$ cat src/hw/rtl/modexp_pkg.sv
// Package with shared types and register indexes for the modular exponentiation block.
package modexp_pkg;

   localparam int unsigned CSR_INDEX_WIDTH = 1;
   localparam logic [CSR_INDEX_WIDTH-1:0] CSR_EXPONENT = 1'b0;
   localparam logic [CSR_INDEX_WIDTH-1:0] CSR_MODULUS  = 1'b1;

   typedef enum logic [3:0] {
      ST_IDLE   = 4'b0001,
      ST_REDUCE = 4'b0010,
      ST_STEP   = 4'b0100,
      ST_DONE   = 4'b1000
   } state_type;

endpackage

$ cat src/hw/rtl/modexp_if.sv
// Valid/ready channel interface carrying one payload per request.
interface modexp_if #(
   parameter int unsigned WIDTH = 64
);
   logic             valid;
   logic             ready;
   logic [WIDTH-1:0] data;
   logic             flag;

   modport source (output valid, output data, output flag, input ready);
   modport sink (input valid, input data, input flag, output ready);
endinterface

$ cat src/hw/rtl/modexp_cell.sv
// One bit cell of the interleaved modular multiplier row.
module modexp_cell (
   input  logic clock,
   input  logic load,
   input  logic enable,
   input  logic r_bit,
   input  logic a_bit,
   input  logic m_bit,
   input  logic sel_add,
   input  logic carry_in,
   input  logic borrow_in,
   output logic carry_out,
   output logic borrow_out,
   output logic sum_bit,
   output logic diff_bit,
   output logic b_bit,
   input  logic b_load_bit,
   input  logic b_shift_in
);
   // A cell holds one bit of the multiplier operand b, shifted toward the MSB
   // each step, and forms one bit of the sum and the trial difference.
   logic b_ff;
   logic b_in;
   logic addend;

   always_comb begin
      addend     = sel_add & a_bit;
      sum_bit    = r_bit ^ addend ^ carry_in;
      carry_out  = (r_bit & addend) | (carry_in & (r_bit ^ addend));
      diff_bit   = sum_bit ^ m_bit ^ borrow_in;
      borrow_out = (~sum_bit & m_bit) | (borrow_in & ~(sum_bit ^ m_bit));
      b_in       = b_ff;
      if (load) begin
         b_in = b_load_bit;
      end else if (enable) begin
         b_in = b_shift_in;
      end
   end

   always_ff @(posedge clock) begin
      b_ff <= b_in;
   end

   assign b_bit = b_ff;
endmodule

$ cat src/hw/rtl/modexp_mulmod.sv
// Bit-serial modular multiplier built from a row of bit cells.
module modexp_mulmod #(
   parameter int unsigned WIDTH = 64
) (
   input  logic             clock,
   input  logic             reset,
   input  logic             start,
   input  logic [WIDTH-1:0] a_value,
   input  logic [WIDTH-1:0] b_value,
   input  logic [WIDTH-1:0] m_value,
   output logic             busy,
   output logic             done,
   output logic [WIDTH-1:0] product
);
   localparam int unsigned CW = $clog2(WIDTH + 1);
   localparam int unsigned XW = WIDTH + 2;

   // r < m; each step r = 2r (+a) reduced with up to two subtractions of m.
   // Phase 0 doubles, phase 1 adds a; each phase subtracts m once if needed.
   logic [XW-1:0]   r_ff, r_in;
   logic [CW-1:0]   count_ff, count_in;
   logic            phase_ff, phase_in;
   logic            busy_ff, busy_in;
   logic            done_ff, done_in;
   logic [WIDTH-1:0] b_bits;
   logic [XW-1:0]   r_src;
   logic [XW-1:0]   a_src;
   logic [XW-1:0]   m_ext;
   logic [XW:0]     carry;
   logic [XW:0]     borrow;
   logic [XW-1:0]   sum;
   logic [XW-1:0]   diff;
   logic            add_now;

   assign m_ext   = {2'b00, m_value};
   assign r_src   = r_ff;
   assign add_now = phase_ff ? b_bits[WIDTH-1] : 1'b1;
   assign a_src   = phase_ff ? {2'b00, a_value} : r_ff;
   assign carry[0]  = 1'b0;
   assign borrow[0] = 1'b0;

   genvar g;
   generate
      for (g = 0; g < XW; g++) begin : g_cell
         if (g < WIDTH) begin : g_b
            logic shift_in;
            if (g == 0) begin : g_lsb
               assign shift_in = 1'b0;
            end else begin : g_mid
               assign shift_in = b_bits[g-1];
            end
            modexp_cell u_cell (
               .clock      (clock),
               .load       (start),
               .enable     (busy_ff & phase_ff),
               .r_bit      (r_src[g]),
               .a_bit      (a_src[g]),
               .m_bit      (m_ext[g]),
               .sel_add    (add_now),
               .carry_in   (carry[g]),
               .borrow_in  (borrow[g]),
               .carry_out  (carry[g+1]),
               .borrow_out (borrow[g+1]),
               .sum_bit    (sum[g]),
               .diff_bit   (diff[g]),
               .b_bit      (b_bits[g]),
               .b_load_bit (b_value[g]),
               .b_shift_in (shift_in)
            );
         end else begin : g_top
            logic b_unused;
            modexp_cell u_cell (
               .clock      (clock),
               .load       (1'b0),
               .enable     (1'b0),
               .r_bit      (r_src[g]),
               .a_bit      (a_src[g]),
               .m_bit      (m_ext[g]),
               .sel_add    (add_now),
               .carry_in   (carry[g]),
               .borrow_in  (borrow[g]),
               .carry_out  (carry[g+1]),
               .borrow_out (borrow[g+1]),
               .sum_bit    (sum[g]),
               .diff_bit   (diff[g]),
               .b_bit      (b_unused),
               .b_load_bit (1'b0),
               .b_shift_in (1'b0)
            );
         end
      end
   endgenerate

   always_comb begin
      r_in     = r_ff;
      count_in = count_ff;
      phase_in = phase_ff;
      busy_in  = busy_ff;
      done_in  = 1'b0;
      if (start) begin
         r_in     = '0;
         count_in = CW'(WIDTH);
         phase_in = 1'b0;
         busy_in  = 1'b1;
      end else if (busy_ff) begin
         // Sum stays below 2m, so one conditional subtraction restores r < m.
         r_in     = borrow[XW] ? sum : diff;
         phase_in = ~phase_ff;
         if (phase_ff) begin
            count_in = count_ff - 1'b1;
            if (count_ff == CW'(1)) begin
               busy_in = 1'b0;
               done_in = 1'b1;
            end
         end
      end
   end

   always_ff @(posedge clock) begin
      if (reset) begin
         busy_ff  <= 1'b0;
         done_ff  <= 1'b0;
         phase_ff <= 1'b0;
         count_ff <= '0;
      end else begin
         busy_ff  <= busy_in;
         done_ff  <= done_in;
         phase_ff <= phase_in;
         count_ff <= count_in;
      end
      r_ff <= r_in;
   end

   assign busy    = busy_ff;
   assign done    = done_ff;
   assign product = r_ff[WIDTH-1:0];
endmodule

$ cat src/hw/rtl/modexp_reduce.sv
// Restoring reduction of one operand modulo m, one quotient bit per cycle.
module modexp_reduce #(
   parameter int unsigned WIDTH = 64
) (
   input  logic             clock,
   input  logic             reset,
   input  logic             start,
   input  logic [WIDTH-1:0] value,
   input  logic [WIDTH-1:0] m_value,
   output logic             done,
   output logic [WIDTH-1:0] remainder
);
   localparam int unsigned CW = $clog2(WIDTH + 1);

   logic [WIDTH:0]   rem_ff, rem_in;
   logic [WIDTH-1:0] quo_ff, quo_in;
   logic [CW-1:0]    count_ff, count_in;
   logic             busy_ff, busy_in;
   logic             done_ff, done_in;
   logic [WIDTH:0]   shifted;
   logic [WIDTH+1:0] trial;

   always_comb begin
      shifted  = {rem_ff[WIDTH-1:0], quo_ff[WIDTH-1]};
      trial    = {1'b0, shifted} - {2'b00, m_value};
      rem_in   = rem_ff;
      quo_in   = quo_ff;
      count_in = count_ff;
      busy_in  = busy_ff;
      done_in  = 1'b0;
      if (start) begin
         rem_in   = '0;
         quo_in   = value;
         count_in = CW'(WIDTH);
         busy_in  = 1'b1;
      end else if (busy_ff) begin
         rem_in   = trial[WIDTH+1] ? shifted : trial[WIDTH:0];
         quo_in   = {quo_ff[WIDTH-2:0], 1'b0};
         count_in = count_ff - 1'b1;
         if (count_ff == CW'(1)) begin
            busy_in = 1'b0;
            done_in = 1'b1;
         end
      end
   end

   always_ff @(posedge clock) begin
      if (reset) begin
         busy_ff  <= 1'b0;
         done_ff  <= 1'b0;
         count_ff <= '0;
      end else begin
         busy_ff  <= busy_in;
         done_ff  <= done_in;
         count_ff <= count_in;
      end
      rem_ff <= rem_in;
      quo_ff <= quo_in;
   end

   assign done      = done_ff;
   assign remainder = rem_ff[WIDTH-1:0];
endmodule

$ cat src/hw/rtl/modular_exponentiation.sv
// Top level of the right-to-left binary modular exponentiation block.
//
//   channel   direction  handshake      payload
//   req       in         valid/ready    message
//   rsp       out        valid/ready    power_result, modulus_error
//   csr       in         write enable   index, data (exponent, modulus)
//
// One request first reduces the message, then runs a squaring for every
// exponent bit below the highest set one, and a multiply for every set
// bit, each in the shared bit-serial multiplier; the multiplier's cell
// row sets the pace.
// A zero modulus or zero exponent skips the reduction and the multiplies;
// the next request can be taken in the cycle its response is offered.
// Reset is synchronous and clears the csr registers and the control state.
// A waiting response sits in its own output register; the next request is
// taken and worked on, and only its finish waits for rsp ready.
module modular_exponentiation #(
   parameter int unsigned OPERAND_WIDTH = 64
) (
   input  logic                                     clock,
   input  logic                                     reset,
   modexp_if.sink                                   req,
   modexp_if.source                                 rsp,
   input  logic                                     csr_write_enable,
   input  logic [modexp_pkg::CSR_INDEX_WIDTH-1:0]   csr_index,
   input  logic [OPERAND_WIDTH-1:0]                 csr_write_data
);
   import modexp_pkg::*;

   localparam int unsigned W = OPERAND_WIDTH;

   // The csr index port is one bit wide, so every index maps to a register;
   // index 0 holds the exponent and index 1 the modulus.
   logic [W-1:0] exponent_ff, exponent_in;
   logic [W-1:0] modulus_ff, modulus_in;

   state_type    state_ff, state_in;
   logic [W-1:0] base_ff, base_in;
   logic [W-1:0] acc_ff, acc_in;
   logic [W-1:0] ebits_ff, ebits_in;
   logic         mul_sq_ff, mul_sq_in;   // current multiply is the squaring
   logic         error_ff, error_in;
   logic         rsp_valid_ff, rsp_valid_in;
   logic [W-1:0] rsp_data_ff, rsp_data_in;
   logic         rsp_flag_ff, rsp_flag_in;

   logic         red_start;
   logic         red_done;
   logic [W-1:0] red_value;
   logic         mul_start;
   logic         mul_busy;
   logic         mul_done;
   logic [W-1:0] mul_a;
   logic [W-1:0] mul_b;
   logic [W-1:0] mul_p;

   modexp_reduce #(.WIDTH(W)) u_reduce (
      .clock     (clock),
      .reset     (reset),
      .start     (red_start),
      .value     (req.data),
      .m_value   (modulus_ff),
      .done      (red_done),
      .remainder (red_value)
   );

   modexp_mulmod #(.WIDTH(W)) u_mulmod (
      .clock   (clock),
      .reset   (reset),
      .start   (mul_start),
      .a_value (mul_a),
      .b_value (mul_b),
      .m_value (modulus_ff),
      .busy    (mul_busy),
      .done    (mul_done),
      .product (mul_p)
   );

   assign req.ready = (state_ff == ST_IDLE);
   assign red_start = req.valid && req.ready && (modulus_ff != '0)
                      && (exponent_ff != '0);

   // The accumulator multiply comes first for a set bit, then the squaring.
   // The multiplier loads b at its start, so b is taken from the values that
   // the step registers at that edge; a is read later from the base register.
   assign mul_a = base_ff;
   assign mul_b = mul_sq_in ? base_in : acc_in;

   always_comb begin
      exponent_in  = exponent_ff;
      modulus_in   = modulus_ff;
      state_in     = state_ff;
      base_in      = base_ff;
      acc_in       = acc_ff;
      ebits_in     = ebits_ff;
      mul_sq_in    = mul_sq_ff;
      error_in     = error_ff;
      rsp_valid_in = rsp_valid_ff;
      rsp_data_in  = rsp_data_ff;
      rsp_flag_in  = rsp_flag_ff;
      mul_start    = 1'b0;

      if (csr_write_enable) begin
         case (csr_index)
            CSR_EXPONENT: exponent_in = csr_write_data;
            CSR_MODULUS:  modulus_in  = csr_write_data;
            default:      ;
         endcase
      end

      if (rsp_valid_ff && rsp.ready) begin
         rsp_valid_in = 1'b0;
      end

      case (state_ff)
         ST_IDLE: begin
            if (req.valid && req.ready) begin
               acc_in   = W'(1);
               ebits_in = exponent_ff;
               error_in = 1'b0;
               if (modulus_ff == '0) begin
                  acc_in   = '0;
                  error_in = 1'b1;
                  state_in = ST_DONE;
               end else if (exponent_ff == '0) begin
                  state_in = ST_DONE;
               end else begin
                  state_in = ST_REDUCE;
               end
            end
         end
         ST_REDUCE: begin
            if (red_done) begin
               base_in   = red_value;
               mul_sq_in = ~ebits_ff[0];
               mul_start = 1'b1;
               state_in  = ST_STEP;
            end
         end
         ST_STEP: begin
            if (mul_done) begin
               if (!mul_sq_ff) begin
                  acc_in    = mul_p;
                  mul_sq_in = 1'b1;
                  if (ebits_ff[W-1:1] == '0) begin
                     state_in = ST_DONE;
                  end else begin
                     mul_start = 1'b1;
                  end
               end else begin
                  base_in   = mul_p;
                  ebits_in  = ebits_ff >> 1;
                  mul_sq_in = ~ebits_ff[1];
                  mul_start = 1'b1;
               end
            end
         end
         ST_DONE: begin
            // The finished result moves to the output register once it is
            // free, which includes the edge at which the old one is taken.
            if (!rsp_valid_ff || rsp.ready) begin
               rsp_valid_in = 1'b1;
               rsp_data_in  = acc_ff;
               rsp_flag_in  = error_ff;
               state_in     = ST_IDLE;
            end
         end
         default: state_in = ST_IDLE;
      endcase
   end

   always_ff @(posedge clock) begin
      if (reset) begin
         exponent_ff  <= '0;
         modulus_ff   <= '0;
         state_ff     <= ST_IDLE;
         rsp_valid_ff <= 1'b0;
      end else begin
         exponent_ff  <= exponent_in;
         modulus_ff   <= modulus_in;
         state_ff     <= state_in;
         rsp_valid_ff <= rsp_valid_in;
      end
      base_ff     <= base_in;
      acc_ff      <= acc_in;
      ebits_ff    <= ebits_in;
      mul_sq_ff   <= mul_sq_in;
      error_ff    <= error_in;
      rsp_data_ff <= rsp_data_in;
      rsp_flag_ff <= rsp_flag_in;
   end

   assign rsp.valid = rsp_valid_ff;
   assign rsp.data  = rsp_data_ff;
   assign rsp.flag  = rsp_flag_ff;

`ifndef SYNTHESIS
   a_no_req_while_busy: assert property (@(posedge clock) disable iff (reset)
      (state_ff != ST_IDLE) |-> !req.ready)
      else $error("request taken while a request is in progress");
   a_mul_only_in_step: assert property (@(posedge clock) disable iff (reset)
      mul_busy |-> (state_ff == ST_STEP))
      else $error("multiplier running outside the step state");
   a_error_gives_zero: assert property (@(posedge clock) disable iff (reset)
      (rsp.valid && rsp.flag) |-> (rsp.data == '0))
      else $error("modulus error with a nonzero result");
`endif
endmodule

$ cat src/flat_wrapper.sv
// flat-port wrapper written by rule: the top's interface ports become plain ports
module modular_exponentiation_flat import modexp_pkg::*;
#(
   parameter int unsigned OPERAND_WIDTH = 64
)
  (clock, reset, csr_write_enable, csr_index, csr_write_data, req_valid, req_data, req_flag, req_ready, rsp_valid, rsp_data, rsp_flag, rsp_ready);
  modexp_if #(.WIDTH((64))) req_i ();
  modexp_if #(.WIDTH((64))) rsp_i ();
  input  logic clock;
  input  logic reset;
  input  logic csr_write_enable;
  input  logic [modexp_pkg::CSR_INDEX_WIDTH-1:0] csr_index;
  input  logic [OPERAND_WIDTH-1:0] csr_write_data;
  input wire logic [$bits(req_i.valid)-1:0] req_valid;
  input wire logic [$bits(req_i.data)-1:0] req_data;
  input wire logic [$bits(req_i.flag)-1:0] req_flag;
  output wire logic [$bits(req_i.ready)-1:0] req_ready;
  output wire logic [$bits(rsp_i.valid)-1:0] rsp_valid;
  output wire logic [$bits(rsp_i.data)-1:0] rsp_data;
  output wire logic [$bits(rsp_i.flag)-1:0] rsp_flag;
  input wire logic [$bits(rsp_i.ready)-1:0] rsp_ready;
  assign req_i.valid = req_valid;
  assign req_i.data = req_data;
  assign req_i.flag = req_flag;
  assign req_ready = req_i.ready;
  assign rsp_valid = rsp_i.valid;
  assign rsp_data = rsp_i.data;
  assign rsp_flag = rsp_i.flag;
  assign rsp_i.ready = rsp_ready;
  modular_exponentiation #(.OPERAND_WIDTH(OPERAND_WIDTH)) u_core (.clock(clock), .reset(reset), .req(req_i), .rsp(rsp_i), .csr_write_enable(csr_write_enable), .csr_index(csr_index), .csr_write_data(csr_write_data));
endmodule
$ cat config.mk
export PLATFORM = sky130hd
export DESIGN_NAME = modular_exponentiation_flat
export DESIGN_NICKNAME = d
export VERILOG_FILES = /design/src/hw/rtl/modexp_pkg.sv /design/src/hw/rtl/modexp_if.sv /design/src/hw/rtl/modexp_cell.sv /design/src/hw/rtl/modexp_mulmod.sv /design/src/hw/rtl/modexp_reduce.sv /design/src/hw/rtl/modular_exponentiation.sv /design/src/flat_wrapper.sv
export SDC_FILE = /design/constraint.sdc
export NUM_CORES = 2
export LEC_CHECK = 0
export ABC_CLOCK_PERIOD_IN_PS = 40800
export BUFFER_PORTS_ARGS = -buffer_cell sky130_fd_sc_hd__buf_2
export CORE_AREA = 2 2 252 254
export CTS_BUF_LIST = sky130_fd_sc_hd__clkbuf_2 sky130_fd_sc_hd__clkbuf_4 sky130_fd_sc_hd__clkbuf_8
export CTS_CLUSTER_SIZE = 10
export DETAILED_ROUTE_END_ITERATION = 8
export DIE_AREA = 0 0 254 256
export GPL_TIMING_DRIVEN = 0
export PLACE_DENSITY_LB_ADDON = 0.25
export SLEW_MARGIN = 20
export SYNTH_ARGS = -nofsm -noshare
export SYNTH_HDL_FRONTEND = slang
export SYNTH_SLANG_ARGS = --single-unit
$ cat constraint.sdc
create_clock -name clock -period 40.8 [get_ports clock]
set_input_delay 2.04 -clock clock [delete_from_list [all_inputs] [get_ports clock]]
set_output_delay 2.04 -clock clock [all_outputs]
set_load 0.05 [all_outputs]
Word-level counts from Yosys, hierarchy flattened

Index checks and enable logic that the tools add are counted.

Add/sub/neg operators: 3
Eq/ne operators: 13
Bitwise operators: 847
Reductions and logical operators: 28
Muxes and demuxes: 184

Operator list:

| kind                                                               | count |
|---|---|
| 64-bit two-way mux                                                 | 13 |
| 64-bit one-hot mux with 2 select lines                             | 3 |
| 1-bit bitwise AND                                                  | 325 |
| 1-bit XOR                                                          | 260 |
| 1-bit two-way mux                                                  | 150 |
| 1-bit inverter                                                     | 135 |
| 66-bit two-way mux                                                 | 2 |
| 64-bit zero test                                                   | 2 |
| 64-bit nonzero test                                                | 2 |
| 1-bit bitwise OR                                                   | 127 |
| 65-bit by 64-bit subtractor with 66-bit output                     | 1 |
| 63-bit zero test                                                   | 1 |
| 7-bit two-way mux                                                  | 5 |
| 4-bit two-way mux                                                  | 8 |
| 4-bit one-hot mux with 4 select lines                              | 1 |
| 7-bit by 1-bit == test with 1-bit output, second input constant    | 2 |
| 7-bit by 1-bit subtractor with 7-bit output, second input constant | 2 |
| 2-bit AND reduction                                                | 6 |
| 2-bit nonzero test                                                 | 5 |
| 2-bit != test, second input constant                               | 4 |
| 2-bit by 1-bit != test with 1-bit output, second input constant    | 3 |
| 6-bit AND reduction                                                | 1 |
| 4-bit by 1-bit == test with 1-bit output, second input constant    | 1 |
| 4-bit by 2-bit == test with 1-bit output, second input constant    | 1 |
| other kinds (10)                                                   | 15 |

Word-level logic and storage cells: 1,162
Bits in registers: 669

Logic depth before layout (Yosys ltp)

Depth in word-level cells: 135
Gate-level depth with buffers: 80
Gate-level depth less buffers: 75

Modules after synthesis

A second synthesis with hierarchy kept.

Cells, all modules: 4,029
Area, all modules: 37,479.7 sq um

By module, submodules not included:

| module                 | times used | cells an instance | area each (sq um) |
|---|---|---|---|
| modular_exponentiation | 1          | 1,502             | 14,898.0 |
| modexp_reduce          | 1          | 1,184             | 9,974.6 |
| modexp_cell            | 66         | 13                | 121.4 |
| modexp_mulmod          | 1          | 485               | 4,596.9 |

Worst setup path after synthesis

OpenSTA, ideal clock, no wires.

Kind: flip-flop to flip-flop
From: register u_core.u_mulmod.phase_ff
To: register u_core.u_mulmod.r_ff[0]
Arrival: 29,554 ps
Data required time: 40,714 ps
Path slack: 11,161 ps
Cell stages (with the launch flop): 81
Period minus slack after synthesis: 29,639 ps
Cell sequence: dfxtp_1 clkbuf_1 clkbuf_1 buf_1 o21ai_0 ha_1 inv_1 fa_1 fa_1 fa_1 fa_1 fa_1 fa_1 fa_1 fa_1 fa_1 fa_1 fa_1 [45 not listed] fa_1 fa_1 fa_1 fa_1 fa_1 fa_1 inv_1 fa_1 inv_1 fa_1 ha_1 nor2b_1 clkbuf_1 buf_2 buf_1 nor2_1 a21oi_1 a211oi_1

Cells in the longest elaborated chain, start to end: 135
Elaborated cells between the ends (all ways): 778
Those cells by class: mux (3); bitwise (775)

RTL lines:

| what                                                               | line                                     | text |
|---|---|---|
| from (decl)                                                        | modexp_mulmod.sv:22                      | `logic phase_ff, phase_in;` |
| from (signal assigned)                                             | modexp_mulmod.sv:128                     | `phase_ff <= phase_in;` |
| 1-bit two-way mux / 66-bit two-way mux (equally long branches)     | modexp_mulmod.sv:37, modexp_mulmod.sv:38 |  |
| 1-bit bitwise AND                                                  | modexp_cell.sv:27                        | `addend = sel_add & a_bit;` |
| 1-bit XOR / 1-bit bitwise AND (equally long branches) (2 in a row) | modexp_cell.sv:28, modexp_cell.sv:29     |  |
| 1-bit XOR / 1-bit bitwise OR (equally long branches)               | modexp_cell.sv:31, modexp_cell.sv:29     |  |
| 1-bit inverter, or another cell as far along                       | modexp_cell.sv:31                        | `borrow_out = (~sum_bit & m_bit) \| (borrow_in & ~(sum_bit ^ m_bit));` |
| 1-bit bitwise AND, or another cell as far along                    | modexp_cell.sv:31                        |  |
| 1-bit bitwise OR, or another cell as far along                     | modexp_cell.sv:31                        |  |
| 1-bit bitwise AND, or another cell as far along                    | modexp_cell.sv:31                        |  |
| [118 not listed]                                                   | n/a                                      |  |
| 1-bit bitwise OR, or another cell as far along                     | modexp_cell.sv:31                        |  |
| 1-bit bitwise AND, or another cell as far along                    | modexp_cell.sv:31                        |  |
| 1-bit bitwise OR, or another cell as far along                     | modexp_cell.sv:31                        |  |
| 1-bit bitwise AND / 1-bit bitwise OR (equally long branches)       | modexp_cell.sv:31, modexp_cell.sv:29     |  |
| 1-bit bitwise OR / 1-bit XOR (equally long branches)               | modexp_cell.sv:31, modexp_cell.sv:28     |  |
| 1-bit bitwise AND / 1-bit inverter (equally long branches)         | n/a                                      |  |
| 1-bit bitwise AND                                                  | modexp_cell.sv:31                        |  |
| 66-bit two-way mux (*)                                             | modexp_mulmod.sv:107                     | `r_in = borrow[XW] ? sum : diff;` |
| to (signal assigned)                                               | modexp_mulmod.sv:131                     | `r_ff <= r_in;` |
| to (decl)                                                          | modexp_mulmod.sv:20                      | `logic [XW-1:0] r_ff, r_in;` |

Every way passes the cells marked *; elsewhere a longest branch is shown, timed or not.
A chain may end at the register's enable or synchronous reset.

Worst setup path in the final report

Same ends and word-level chain as after synthesis.

==> impl_metrics.env <==
export IMPL_status="finished with violations"
export IMPL_violations="design-rule violations"
export IMPL_p_sw_mw=1.27
export IMPL_synth_distinct_cells=76
export IMPL_worstSetupStartpointType="flop"
export IMPL_grt_antenna_before_repair=3
export IMPL_drive_gt1_share_pct=13.1
export IMPL_p_sw_share_pct=41.7
export IMPL_post_dp_hpwl_um=78400
export IMPL_nets=4195
export IMPL_hold_class="flop to flop"
export IMPL_remaining_drc_errors=3
export IMPL_fin_tns_setup_ns=0
export IMPL_worst_skew_pair_late_latency_ns=0.72
export IMPL_clock_fmax_mhz=31.3
export IMPL_core_area_um2=62400
export IMPL_power_frac_seq_pct=31.2
export IMPL_fin_crit_ns=31.99
export IMPL_clkSinkCount=669
export IMPL_wl_per_cell_um=21.4
export IMPL_drt_pass1_iter_count=9
export IMPL_post_drt_via_cell_ratio=5.81
export IMPL_syn_cell_area_um2=34100
export IMPL_clockBufferDepth=3
export IMPL_yosysSeqAreaShare_pct=46.9
export IMPL_io_buffers=199
export IMPL_yosys_warnings=0
export IMPL_cp_buffers_inverters=8
export IMPL_crit_family="adder cells"
export IMPL_leakagePower_nw=15.0
export IMPL_syn_nets=3877
export IMPL_powerDensity_nw_per_um2=78.6
export IMPL_power_frac_clock_pct=20.5
export IMPL_synth_seq_cells=669
export IMPL_path_class="flop to flop"
export IMPL_skew_ns=0.0510
export IMPL_finalMaxSlewViolations=0
export IMPL_fp_dieArea_um2=65000
export IMPL_cts_made_buffers=108
export IMPL_cp_max_fo=10
export IMPL_area_growth_pct=13.5
export IMPL_internal_power_mw=1.77
export IMPL_cts_resized=0
export IMPL_grt_use_total_pct=31.4
export IMPL_postCtsHoldBufs=0
export IMPL_worst_ep_arrival_time_ns=32.61
export IMPL_hold_violations=0
export IMPL_clkTransAtPathRegs_ns=0.07
export IMPL_fin_crit_sh_pct=78.4
export IMPL_critPathSlowestCell="buf_1"
export IMPL_combPwrFrac_pct=48.3
export IMPL_ir_drop_uv=56.1
export IMPL_gp_congestion=0.971
export IMPL_antenna_left=0
export IMPL_synthArstFlopShare_pct=0
export IMPL_die_h_um=256
export IMPL_fin_area_um2=38700
export IMPL_place_area_um2=36300
export IMPL_synth_edff_count=258
export IMPL_post_cts_buffers=0
export IMPL_max_slew_margin_pct=29.5
export IMPL_cts_root_buf="clkbuf_8"
export IMPL_cap_viol_max_count=0
export IMPL_cp_required_ns=41.42
export IMPL_tightest_slew_ns=1.06
export IMPL_grt_start_max_net_pins=63
export IMPL_fillers=5473
export IMPL_cpPeakStageDelay_ns=0.56
export IMPL_cts_tree="done"
export IMPL_vias=27900
export IMPL_drt_iter0_markers=3002
export IMPL_rsz0062_at_grt="no"
export IMPL_fp_row_count=92
export IMPL_wirelength_um=103000
export IMPL_ys_flop_type="dfxtp_1"
export IMPL_end_kind="flop"
export IMPL_syn_area_per_cell_um2=9.62
export IMPL_cts_max_level=3
export IMPL_crit_top_cell="fa_1"
export IMPL_die_width_um=254
export IMPL_grt_pass1_vias=26800
export IMPL_setup_violations_final=0
export IMPL_gr_total_overflow=0
export IMPL_start_util_pct=54.6
export IMPL_netlist_instances=3543
export IMPL_grt_pass1_wl_um=156000
export IMPL_io_pins=202
## synth_stat cells (all sizes together) (72+ instances only)
cell type | count | area share, %
a21oi | 301 | 4.5
nor2 | 269 | 3.0
mux2i | 137 | 4.0
o21ai | 123 | 1.8
fa | 127 | 7.5
dfxtp | 411 | 24
nand3 | 74 | 1.1
inv | 218 | 2.4
edfxtp | 258 | 23
clkbuf | 166 | 1.8
nand2 | 642 | 7.1
ha | 72 | 2.6
## placed cells by master, fill, tap and decap left out, types with 64 or more instances in the layout
cell,instances
o21ai_0,114
a22o_1,68
clkbuf_8,125
buf_2,222
nand3_1,73
inv_1,217
fa_1,127
mux2i_1,137
clkbuf_1,165
a222oi_1,64
dfxtp_1,411
nand2_1,642
a21oi_1,297
ha_1,72
nor2_1,266
edfxtp_1,258
## worst register-to-register path: cells and delay by family (launching register included)
| family | cells | cell delay [ns] |
|---|---|---|
| adder cells (fa/ha/maj) | 66 | 28.11 |
| buffers and inverters | 8 | 2.54 |
| flip-flops | 1 | 0.45 |
| AO/OA/AOI/OAI | 3 | 0.59 |
| AND/OR/NAND/NOR | 2 | 0.26 |
## metrics by stage
stage | utilization, % | total power [mW] | std cells | hold slack [ns] | setup WS [ns]
floorplan | - | 2.01 | 3543 | 0.400 | 11.16
global placement | 57.9 | 2.37 | 4588 | 0.418 | 8.95
detailed placement | 58.2 | 2.40 | 4597 | 0.419 | 8.80
CTS | 62.0 | 3.02 | 4799 | 0.438 | 8.70
global route | 62.0 | 3.25 | 4800 | 0.450 | 7.70
finish | 62.0 | 3.04 | 4800 | 0.428 | 8.81
## power by group through the flow
stage	Sequential (mW)	Clock, mW	Combinational (mW)
5_1_grt	0.954	0.660	1.64
2_1_floorplan	0.904	0	1.11
6_report	0.947	0.624	1.47
3_5_place_dp	0.952	0	1.45
3_3_place_gp	0.955	0	1.41
4_1_cts	0.938	0.631	1.46
## routing by layer
layer	GRT usage, %	share of wire (%)	up-vias
li1	-	-	13100
met3	5.24	9.3	177
met5	0	0.0097	-
met4	11.7	3.3	2
met2	48.7	45	1242
met1	44.3	42	13300
## registers in the layout, indices dropped and copies added, names as in the netlist, 64 cells and up
name,count
u_core.u_mulmod.r_ff,66
u_core.acc_ff,64
u_core.base_ff,64
u_core.ebits_ff,64
u_core.exponent_ff,64
u_core.modulus_ff,64
u_core.rsp.data,64
u_core.u_mulmod.g_cell.g_b.u_cell.b_bit,64
u_core.u_reduce.quo_ff,64
u_core.u_reduce.rem_ff,64
## kinds of logic (layout without fill, tap and decap cells)
logic type	after synthesis	in the layout	synth area share, %
and+or+nand+nor	1166	1166	14.6
AOI/OAI and AO/OA	789	789	15.3
DFF	669	669	46.9
buffers and inverters	446	856	5.11
muxes	200	200	6.11
adders and majority gates	199	199	10.1
xor gates and xnor gates	74	74	1.90
other	0	1	0
## final timing paths
path	start	endpoint	slack, ns	cells after the start
worst max-delay path	u_core.u_mulmod.phase_ff	u_core.u_mulmod.r_ff[0]	8.81	79
worst min-delay path	u_core.acc_ff[56]	u_core.rsp.data[56]	0.43	0
worst max register to register	u_core.u_mulmod.phase_ff	u_core.u_mulmod.r_ff[0]	8.81	79
worst min register to register	u_core.acc_ff[56]	u_core.rsp.data[56]	0.43	0
## cell type report
| cell class | instances | area [um2] | share of cell area (%) |
|---|---|---|---|
| Clock buffer | 168 | 2040 | 5.28 |
| Buffer | 228 | 923 | 2.39 |
| Clock inverter | 34 | 298 | 0.770 |
| Tap cell | 846 | 1060 | 2.74 |
| Inverter | 218 | 821 | 2.12 |
| Sequential cell | 669 | 16000 | 41.3 |
| Multi-Input combinational cell | 2428 | 16400 | 42.4 |
| Antenna cell | 1 | 2.50 | 0.00647 |
| Timing Repair Buffer | 208 | 1150 | 2.98 |
Power figures use the tool's default switching activity.
